## config.mk

```make
export PLATFORM = sky130hd
export DESIGN_NAME = visible_region_priority_list
export DESIGN_NICKNAME = d
export VERILOG_FILES = /design/src/vrpl_pkg.sv /design/src/visible_region_priority_list.sv
export VERILOG_INCLUDE_DIRS = /design/src /design/src/src
export SDC_FILE = /design/constraint.sdc
export NUM_CORES = 2
export LEC_CHECK = 0
export ABC_AREA = 1
export BUFFER_PORTS_ARGS = -buffer_cell sky130_fd_sc_hd__buf_2
export CORE_MARGIN = 4
export CORE_UTILIZATION = 45
export DETAILED_ROUTE_END_ITERATION = 8
export HOLD_SLACK_MARGIN = 0.08
export SYNTH_ARGS = -nofsm -noshare
export SYNTH_HDL_FRONTEND = slang
export SYNTH_SLANG_ARGS = --single-unit
```

## constraint.sdc

```tcl
create_clock -name clk -period 16.1 [get_ports clk]
set_input_delay 3.22 -clock clk [delete_from_list [all_inputs] [get_ports clk]]
set_output_delay 3.22 -clock clk [all_outputs]
set_load 0.03 [all_outputs]
```

## src/visible_region_priority_list_assert.svh

```systemverilog
// Assertion macros for the visible region priority list block
`ifndef VISIBLE_REGION_PRIORITY_LIST_ASSERT_SVH
`define VISIBLE_REGION_PRIORITY_LIST_ASSERT_SVH
`ifndef SYNTHESIS
`define VRPL_ASSERT_IMP(label, clk, rst_n, ante, cons) \
    label: assert property (@(posedge clk) disable iff (!rst_n) (ante) |-> (cons)) \
        else $error("assertion failed");
`define VRPL_ASSERT_NXT(label, clk, rst_n, ante, cons) \
    label: assert property (@(posedge clk) disable iff (!rst_n) (ante) |=> (cons)) \
        else $error("assertion failed");
`else
`define VRPL_ASSERT_IMP(label, clk, rst_n, ante, cons)
`define VRPL_ASSERT_NXT(label, clk, rst_n, ante, cons)
`endif
`endif

```

## src/vrpl_pkg.sv

```systemverilog
// Types and constants shared by the visible region priority list block
package vrpl_pkg;
    localparam int COORD_W = 15;
    localparam int BOX_W   = 12;
    localparam int PIX_W   = 10;
    localparam int REG_W   = 8;
    localparam int DIST_W  = 31;
    localparam int COUNT_W = 7;
    localparam int DEPTH   = 64;
    localparam int ADDR_W  = 6;
    localparam int DIV_W   = 20;
    localparam int DSOR_W  = 11;
    localparam int KEY_W   = DIST_W + 2 * REG_W;
    localparam int WIN_W   = 22;

    localparam logic [1:0] CFG_LOW_X  = 2'd0;
    localparam logic [1:0] CFG_HIGH_X = 2'd1;
    localparam logic [1:0] CFG_LOW_Y  = 2'd2;
    localparam logic [1:0] CFG_HIGH_Y = 2'd3;

    typedef enum logic [3:0] {
        ST_IDLE,
        ST_DIV_LOAD,
        ST_DIVIDE,
        ST_DIV_STORE,
        ST_CLAMP,
        ST_DELTA,
        ST_SQ_X,
        ST_SQ_Z,
        ST_SCAN,
        ST_EMIT
    } state_t;
endpackage

```

## src/visible_region_priority_list.sv

```systemverilog
// Visible region priority list: viewport window, distance list and sorted emit
// Sequence: window arithmetic, then delta and squarer steps for x and z per
// listed region, then per entry a full scan of the list and an emit beat.
// Throughput: one request at a time; in_ready is high only while idle.
// Reset: bounds return to 0..255 on both axes, the sequencer goes idle and
// no result is pending; the entry memory is not cleared.
module visible_region_priority_list #(
    parameter int REGION_TILES_X = 64,
    parameter int REGION_TILES_Z = 64,
    parameter int MAX_VISITS     = 64
) (
    input  logic                              clk,
    input  logic                              rst_n,
    input  logic                              cfg_valid,
    output logic                              cfg_ready,
    input  logic [7:0]                        cfg_index,
    input  logic [vrpl_pkg::REG_W-1:0]        cfg_data,
    input  logic                              in_valid,
    output logic                              in_ready,
    input  logic signed [vrpl_pkg::COORD_W-1:0] view_tile_x,
    input  logic signed [vrpl_pkg::COORD_W-1:0] centre_tile_z,
    input  logic [vrpl_pkg::BOX_W-1:0]        box_width,
    input  logic [vrpl_pkg::BOX_W-1:0]        box_height,
    input  logic [vrpl_pkg::PIX_W-1:0]        pixels_per_region,
    output logic                              out_valid,
    input  logic                              out_ready,
    output logic [vrpl_pkg::REG_W-1:0]        region_col,
    output logic [vrpl_pkg::REG_W-1:0]        region_row,
    output logic [vrpl_pkg::DIST_W-1:0]       centre_distance_sq,
    output logic [vrpl_pkg::COUNT_W-1:0]      list_count,
    output logic                              last_entry
);
    import vrpl_pkg::*;
    `include "visible_region_priority_list_assert.svh"

    localparam logic [8:0] RTX = 9'(REGION_TILES_X);
    localparam logic [8:0] RTZ = 9'(REGION_TILES_Z);
    localparam logic [COUNT_W-1:0] MAXV = COUNT_W'(MAX_VISITS);

    // Reciprocals of the region sizes; exact for numerators below 2^20
    localparam int RECIP_SH = 29;
    localparam logic [27:0] MUL_X = 28'(((64'd1 << RECIP_SH) + 64'(REGION_TILES_X) - 64'd1)
                                        / 64'(REGION_TILES_X));
    localparam logic [27:0] MUL_Z = 28'(((64'd1 << RECIP_SH) + 64'(REGION_TILES_Z) - 64'd1)
                                        / 64'(REGION_TILES_Z));

    state_t state_reg, state_next;

    // configuration bounds
    logic [REG_W-1:0] low_x_reg, high_x_reg, low_y_reg, high_y_reg;

    // captured request
    logic signed [COORD_W-1:0] cx_reg, cz_reg;
    logic [BOX_W-1:0]          bw_reg, bh_reg;
    logic [PIX_W-1:0]          px_reg;

    // shared restoring divider
    logic [2:0]          phase_reg;
    logic [DIV_W-1:0]    quo_reg;
    logic [DSOR_W-1:0]   rem_reg, dsor_reg;
    logic [4:0]          dcnt_reg;
    logic                neg_reg;
    logic [DSOR_W:0]     rem_sh;
    logic                fits;
    logic signed [WIN_W-1:0] num_s;
    logic [WIN_W-1:0]    num_mag;
    logic signed [WIN_W-1:0] quo_s;

    // reciprocal path for the window edges
    logic [27:0]         rmul;
    logic [47:0]         recip_prod;
    logic [DIV_W-1:0]    recip_q;

    logic [DIV_W-1:0]        halfx_reg, halfz_reg;
    logic signed [WIN_W-1:0] rx0_reg, rx1_reg, ry0_reg, ry1_reg;

    // window walk
    logic signed [WIN_W-1:0] lx, hx, ly, hy;
    logic [REG_W-1:0] x0_reg, x1_reg, y1_reg, x_reg, y_reg;
    logic [COUNT_W-1:0] n_reg;
    logic signed [18:0] dx_reg, dz_reg;
    logic signed [18:0] mul_a;
    logic signed [37:0] prod;
    logic [35:0]        sq_reg;
    logic [36:0]        dsum;
    logic [DIST_W-1:0]  dist_sat;

    // entry memory
    logic [KEY_W-1:0] mem [DEPTH];
    logic [KEY_W-1:0] mem_q;
    logic             mem_we;

    // selection scan
    logic [COUNT_W-1:0] idx_reg, emit_cnt_reg;
    logic               rd_valid_reg, have_best_reg, have_last_reg;
    logic [KEY_W-1:0]   best_reg, last_key_reg, best_next;
    logic               cand_ok;

    // output register
    logic [REG_W-1:0]   col_reg, row_reg;
    logic [DIST_W-1:0]  dist_reg;
    logic [COUNT_W-1:0] cnt_reg;
    logic               last_reg;

    logic degenerate;
    logic walk_done;

    assign degenerate = (pixels_per_region == '0) || (box_width == '0)
                        || (box_height == '0);

    // Numerator for each phase: two half-widths go through the divider, then
    // the four window edges are divided by the region size.
    always_comb
    begin
        num_s = '0;
        case (phase_reg)
            3'd0: num_s = WIN_W'($signed({1'b0, 21'(bw_reg * RTX)}));
            3'd1: num_s = WIN_W'($signed({1'b0, 21'(bh_reg * RTZ)}));
            3'd2: num_s = WIN_W'(cx_reg) - $signed({2'b0, halfx_reg})
                          - $signed({13'b0, RTX});
            3'd3: num_s = WIN_W'(cx_reg) + $signed({2'b0, halfx_reg})
                          + $signed({13'b0, RTX});
            3'd4: num_s = WIN_W'(cz_reg) - $signed({2'b0, halfz_reg})
                          - $signed({13'b0, RTZ});
            3'd5: num_s = WIN_W'(cz_reg) + $signed({2'b0, halfz_reg})
                          + $signed({13'b0, RTZ});
            default: num_s = '0;
        endcase
        num_mag = num_s[WIN_W-1] ? WIN_W'(-num_s) : WIN_W'(num_s);
    end

    assign rem_sh = {rem_reg, quo_reg[DIV_W-1]};
    assign fits   = rem_sh >= {1'b0, dsor_reg};
    assign quo_s  = neg_reg ? -$signed({2'b0, quo_reg}) : $signed({2'b0, quo_reg});

    // Divide the edge magnitude by the region size: multiply by the reciprocal
    assign rmul       = (phase_reg < 3'd4) ? MUL_X : MUL_Z;
    assign recip_prod = 48'(num_mag[DIV_W-1:0]) * 48'(rmul);
    assign recip_q    = DIV_W'(recip_prod[47:RECIP_SH]);

    // Clamp the window to the configured bounds
    always_comb
    begin
        lx = (rx0_reg < $signed({14'b0, low_x_reg}))  ? $signed({14'b0, low_x_reg})  : rx0_reg;
        hx = (rx1_reg > $signed({14'b0, high_x_reg})) ? $signed({14'b0, high_x_reg}) : rx1_reg;
        ly = (ry0_reg < $signed({14'b0, low_y_reg}))  ? $signed({14'b0, low_y_reg})  : ry0_reg;
        hy = (ry1_reg > $signed({14'b0, high_y_reg})) ? $signed({14'b0, high_y_reg}) : ry1_reg;
    end

    // One squarer shared by both axes
    assign mul_a = (state_reg == ST_SQ_X) ? dx_reg : dz_reg;
    assign prod  = mul_a * mul_a;
    assign dsum  = {1'b0, sq_reg} + {1'b0, prod[35:0]};
    assign dist_sat = (dsum[36:DIST_W] != '0) ? '1 : dsum[DIST_W-1:0];

    assign walk_done = (n_reg + 7'd1 == MAXV) || ((x_reg == x1_reg) && (y_reg == y1_reg));
    assign mem_we    = (state_reg == ST_SQ_Z);

    // Keep the smallest key above the one emitted last
    assign cand_ok = rd_valid_reg && (!have_last_reg || (mem_q > last_key_reg))
                     && (!have_best_reg || (mem_q < best_reg));
    assign best_next = cand_ok ? mem_q : best_reg;

    // next state
    always_comb
    begin
        state_next = state_reg;
        unique case (state_reg)
            ST_IDLE:
                if (in_valid)
                    state_next = degenerate ? ST_EMIT : ST_DIV_LOAD;
            ST_DIV_LOAD:
                state_next = (phase_reg < 3'd2) ? ST_DIVIDE : ST_DIV_STORE;
            ST_DIVIDE:
                if (dcnt_reg == 5'(DIV_W - 1))
                    state_next = ST_DIV_STORE;
            ST_DIV_STORE:
                state_next = (phase_reg == 3'd5) ? ST_CLAMP : ST_DIV_LOAD;
            ST_CLAMP:
                state_next = ((lx > hx) || (ly > hy)) ? ST_EMIT : ST_DELTA;
            ST_DELTA:     state_next = ST_SQ_X;
            ST_SQ_X:      state_next = ST_SQ_Z;
            ST_SQ_Z:      state_next = walk_done ? ST_SCAN : ST_DELTA;
            ST_SCAN:
                if (idx_reg == n_reg)
                    state_next = ST_EMIT;
            ST_EMIT:
                if (out_ready)
                    state_next = last_reg ? ST_IDLE : ST_SCAN;
            default:      state_next = ST_IDLE;
        endcase
    end

    // outputs
    always_comb
    begin
        in_ready  = (state_reg == ST_IDLE);
        out_valid = (state_reg == ST_EMIT);
        cfg_ready = 1'b1;
    end

    assign region_col         = col_reg;
    assign region_row         = row_reg;
    assign centre_distance_sq = dist_reg;
    assign list_count         = cnt_reg;
    assign last_entry         = last_reg;

    // control state
    always_ff @(posedge clk or negedge rst_n)
    begin
        if (!rst_n)
        begin
            state_reg     <= ST_IDLE;
            low_x_reg     <= '0;
            high_x_reg    <= '1;
            low_y_reg     <= '0;
            high_y_reg    <= '1;
            phase_reg     <= '0;
            dcnt_reg      <= '0;
            n_reg         <= '0;
            idx_reg       <= '0;
            emit_cnt_reg  <= '0;
            rd_valid_reg  <= 1'b0;
            have_best_reg <= 1'b0;
            have_last_reg <= 1'b0;
            last_reg      <= 1'b0;
        end
        else
        begin
            state_reg    <= state_next;
            rd_valid_reg <= (state_reg == ST_SCAN) && (idx_reg != n_reg);

            if (cfg_valid)
            begin
                unique case (cfg_index)
                    8'(CFG_LOW_X):  low_x_reg  <= cfg_data;
                    8'(CFG_HIGH_X): high_x_reg <= cfg_data;
                    8'(CFG_LOW_Y):  low_y_reg  <= cfg_data;
                    8'(CFG_HIGH_Y): high_y_reg <= cfg_data;
                    default: ;
                endcase
            end

            case (state_reg)
                ST_IDLE:
                    if (in_valid)
                    begin
                        phase_reg     <= '0;
                        n_reg         <= '0;
                        emit_cnt_reg  <= '0;
                        have_last_reg <= 1'b0;
                        last_reg      <= 1'b1;
                    end
                ST_DIV_LOAD:  dcnt_reg <= '0;
                ST_DIVIDE:    dcnt_reg <= dcnt_reg + 5'd1;
                ST_DIV_STORE: phase_reg <= phase_reg + 3'd1;
                ST_CLAMP:     last_reg <= 1'b1;
                ST_SQ_Z:
                begin
                    n_reg <= n_reg + 7'd1;
                    if (walk_done)
                    begin
                        idx_reg       <= '0;
                        have_best_reg <= 1'b0;
                    end
                end
                ST_SCAN:
                begin
                    have_best_reg <= have_best_reg || cand_ok;
                    if (idx_reg == n_reg)
                    begin
                        last_reg      <= (emit_cnt_reg + 7'd1 == n_reg);
                        have_last_reg <= 1'b1;
                    end
                    else
                        idx_reg <= idx_reg + 7'd1;
                end
                ST_EMIT:
                    if (out_ready)
                    begin
                        emit_cnt_reg  <= emit_cnt_reg + 7'd1;
                        idx_reg       <= '0;
                        have_best_reg <= 1'b0;
                    end
                default: ;
            endcase
        end
    end

    // datapath registers
    always_ff @(posedge clk)
    begin
        case (state_reg)
            ST_IDLE:
                if (in_valid)
                begin
                    cx_reg <= view_tile_x;
                    cz_reg <= centre_tile_z;
                    bw_reg <= box_width;
                    bh_reg <= box_height;
                    px_reg <= pixels_per_region;
                    col_reg  <= '0;
                    row_reg  <= '0;
                    dist_reg <= '0;
                    cnt_reg  <= '0;
                end
            ST_DIV_LOAD:
            begin
                quo_reg  <= (phase_reg < 3'd2) ? num_mag[DIV_W-1:0] : recip_q;
                rem_reg  <= '0;
                neg_reg  <= num_s[WIN_W-1];
                dsor_reg <= {px_reg, 1'b0};
            end
            ST_DIVIDE:
            begin
                rem_reg <= fits ? DSOR_W'(rem_sh - {1'b0, dsor_reg}) : rem_sh[DSOR_W-1:0];
                quo_reg <= {quo_reg[DIV_W-2:0], fits};
            end
            ST_DIV_STORE:
                case (phase_reg)
                    3'd0: halfx_reg <= quo_reg;
                    3'd1: halfz_reg <= quo_reg;
                    3'd2: rx0_reg   <= quo_s;
                    3'd3: rx1_reg   <= quo_s;
                    3'd4: ry0_reg   <= quo_s;
                    default: ry1_reg <= quo_s;
                endcase
            ST_CLAMP:
            begin
                x0_reg <= lx[REG_W-1:0];
                x1_reg <= hx[REG_W-1:0];
                y1_reg <= hy[REG_W-1:0];
                x_reg  <= lx[REG_W-1:0];
                y_reg  <= ly[REG_W-1:0];
            end
            ST_DELTA:
            begin
                dx_reg <= $signed({2'b0, 17'(x_reg * RTX)}) + $signed({11'b0, RTX[8:1]})
                          - 19'(cx_reg);
                dz_reg <= $signed({2'b0, 17'(y_reg * RTZ)}) + $signed({11'b0, RTZ[8:1]})
                          - 19'(cz_reg);
            end
            ST_SQ_X: sq_reg <= prod[35:0];
            ST_SQ_Z:
                if (x_reg == x1_reg)
                begin
                    x_reg <= x0_reg;
                    y_reg <= y_reg + 8'd1;
                end
                else
                    x_reg <= x_reg + 8'd1;
            ST_SCAN:
            begin
                best_reg <= best_next;
                if (idx_reg == n_reg)
                begin
                    col_reg      <= best_next[REG_W-1:0];
                    row_reg      <= best_next[2*REG_W-1:REG_W];
                    dist_reg     <= best_next[KEY_W-1:2*REG_W];
                    cnt_reg      <= n_reg;
                    last_key_reg <= best_next;
                end
            end
            default: ;
        endcase
    end

    // entry memory: written during the walk, read once a cycle during scans
    always_ff @(posedge clk)
    begin
        if (mem_we)
            mem[n_reg[ADDR_W-1:0]] <= {dist_sat, y_reg, x_reg};
        mem_q <= mem[idx_reg[ADDR_W-1:0]];
    end

    `VRPL_ASSERT_IMP(a_one_at_a_time, clk, rst_n, in_ready, !out_valid)
    `VRPL_ASSERT_IMP(a_count_on_more, clk, rst_n, out_valid && !last_entry, list_count != '0)
    `VRPL_ASSERT_IMP(a_scan_has_entries, clk, rst_n, state_reg == ST_SCAN, n_reg != '0)
    `VRPL_ASSERT_NXT(a_busy_after_mid, clk, rst_n, out_valid && out_ready && !last_entry, !in_ready)
endmodule
```

==> flow_metrics.py <==
metrics = {
    "critical_path": {
        "cpPeakStageDelay_ps": 1070,
        "worstSetupPathType": "reg -> reg",
        "startpoint_type": "register",
        "path_max_fanout": 64,
        "end_kind": "register",
        "critical_path.slowest_cell": "nand3_2",
        "arrival_ps": 12480,
        "reg2reg_from": "state_reg[0]$_DFFE_PN0P_",
        "crit_required_ps": 16400,
        "startpoint": "state_reg[0]$_DFFE_PN0P_",
        "cp_common_cell": "inv_1",
    },
    "sta": {
        "period_share": 0.756,
        "drv_slew": 0,
        "skew_ps": 94.5,
        "hold_viol_final": 0,
        "setup_violations": 0,
        "rsz0062_at_grt": "no",
        "fin_crit_ps": 12180,
        "setup-tns-final_ps": 0,
        "max_slew.worst_pin.slew_ps": 1260,
        "fmax_mhz": 82.1,
        "maxSlewHeadroom": 0.157,
    },
    "global_route": {
        "grt_max_degree": 214,
        "antenna_found_initial": 33,
        "grt_overflow": 0,
        "grt_pass1_wl_um": 745000,
        "grt_util_all_layers": 0.270,
        "grt_pass1_vias": 107000,
    },
    "outcome": {
        "status": "finished clean",
    },
    "route": {
        "wl_um": 520000,
        "drt-met1-wl_um": 213000,
        "wl_met3_um": 49600,
        "wl_met2_um": 236000,
        "drtPass1Iterations": 7,
        "viasPerCell": 5.93,
        "routed-via-count": 113000,
        "wl_per_cell_um": 27.2,
        "dr.max_layer_used": "met5",
        "drc": 0,
        "ant_nets": 0,
        "dr.first_iter.drc_count": 14800,
    },
    "yosys": {
        "synth_ff_type": "edfxtp_1",
        "yosys-top-cells-area": "edfxtp_1 64%, o21ai_0 5.2%, nor2_1 4.5%",
        "yosysMostFrequentCell": "edfxtp_1",
        "synth-simple-area-share": 0.104,
        "synth.top_cells.by_count": "3499 x edfxtp_1, 1972 x nor2_1, 1704 x o21ai_0",
        "synth_seq_cells": 3615,
        "synth_compound_area_frac": 0.114,
        "synth_top_family_by_area": "compound AO/OA/AOI/OAI gates",
        "synth_xor_area_frac": 0.00876,
        "synth_edf_count": 3499,
        "postSynthAreaPerCell_um2": 11.9,
        "yosysTopAreaCell": "edfxtp_1",
        "async_reset_ff_frac": 0.0191,
        "syn_inst": 13900,
        "ys_seq_area_frac": 0.653,
        "synth_top_area_frac": 0.637,
        "synth_fa_ha_area_frac": 0.0765,
        "muxShareOfSynthArea": 0.000121,
        "synth_fp_nets": 14800,
        "ys_types": 68,
        "synthesis.area_um2": 165000,
        "ys.warnings.count": 0,
    },
    "die": {
        "die-area_um2": 376000,
        "pin_count": 143,
        "start_util": 0.452,
        "die_w_um": 613,
        "num_rows": 222,
        "core_um2": 365000,
        "chipHeight_um": 613,
    },
    "finish": {
        "layout-drive-gt1-share": 0.0825,
        "nets": 14800,
        "area_delta_synth_final_pct": 11.5,
        "largest_reg_flops": 3008,
    },
    "clock_network": {
        "cts_resized": 0,
        "clock_sinks": 3615,
        "cts_post_setup_buffers_inserted": 0,
        "holdBufCountCts": 0,
        "cts_buffers": 380,
        "clk_pin_slew_ps": 60,
        "worstSkewPairLatency_ps": 1010,
        "h-tree-depth": 5,
        "cts_root_buf": "clkbuf_16",
        "cts_buffer_depth": 4,
        "tritoncts": "yes",
    },
    "min_path": {
        "worstHoldPathType": "reg -> reg",
        "hold_path_startpoint": "px_reg[0]$_DFFE_PP_",
    },
    "placement": {
        "dpl.hpwl_um": 297000,
        "port_buffers": 141,
        "gp_congestion": 0.901,
    },
    "job": {
        "maxCapViolCount": 0,
    },
}
==> layout make-up <==
cell class | instances | area [µm²]
Fill cell | 31700 | 181000
Timing Repair Buffer | 386 | 2690
Clock buffer | 493 | 10200
Clock inverter | 207 | 2110
Antenna cell | 20 | 50.0
Inverter | 1117 | 4240
Multi-Input combinational cell | 8433 | 50800
Sequential cell | 3615 | 108000
Tap cell | 4816 | 6030
==> metrics by stage <==
stage	util	cells	hold WS (ps)	cell area (µm²)	setup slack [ps]
CTS	0.503	19100	419	184000	3890
floorplan	-	13900	400	165000	5740
finish	0.504	19100	418	184000	3920
global route	0.503	19100	432	184000	2960
detailed placement	0.470	18400	405	172000	3950
global placement	0.470	18400	404	172000	3980
==> cell usage in the layout (no fill, tap or decap), drive strengths merged, types with 22 or more instances in the layout <==
| master | count |
|---|---|
| nand3b | 37 |
| nand2 | 1481 |
| a21oi | 425 |
| edfxtp | 3499 |
| dfrtp | 53 |
| clkinv | 167 |
| nand3 | 493 |
| xnor2 | 56 |
| a31oi | 86 |
| xor2 | 108 |
| a221o | 29 |
| o221ai | 310 |
| inv | 1120 |
| nor2 | 1992 |
| nand4 | 97 |
| o211ai | 89 |
| clkbuf | 493 |
| nor3 | 55 |
| o22ai | 460 |
| o21bai | 22 |
| dfxtp | 47 |
| buf | 386 |
| o21ai | 1737 |
| bufinv | 31 |
| nor4 | 28 |
| ha | 519 |
| fa | 306 |
==> per-layer routing <==
layer  vias to the layer above  track usage
met3                       995       0.0472
met1                     56700        0.378
met5                         -            0
met2                      5421        0.424
met4                        14       0.0991
li1                      50000            -
==> path summary, 6_finish.rpt <==
path	endpoint	slack, ps	cells after the start
setup / recovery	mem[3][16]$_DFFE_PP_	3920	42
hold / removal	dsor_reg[1]$_DFFE_PP_	420	0
setup reg to reg	mem[3][16]$_DFFE_PP_	3920	42
hold reg to reg	dsor_reg[1]$_DFFE_PP_	420	0
max in group asynchronous	idx_reg[0]$_DFFE_PN0P_	12770	2
min in group asynchronous	low_y_reg[2]$_DFFE_PN0P_	2130	1
==> cell families (layout without fill, tap and decap cells) <==
kind of cell | Yosys count | count (layout)
AOI/OAI and AO/OA | 3228 | 3228
xor gates and xnor gates | 164 | 164
adders and majority gates | 825 | 825
buffers and inverters | 1829 | 2203
DFF | 3615 | 3615
muxes | 2 | 2
other | 1 | 21
and+or+nand+nor | 4213 | 4213
==> worst max-delay path: cells and delay by family (launching register included) <==
kind | cells | cell delay (ps)
adders and majority gates | 9 | 4460
buffers and inverters | 12 | 2300
and+or+nand+nor | 11 | 2260
AOI/OAI and AO/OA | 9 | 1520
DFF | 1 | 460
xor gates and xnor gates | 1 | 230
Power is left out: the tool's default activity adds up to more than one toggle a clock period on the data nets, which glitch-free logic cannot reach.
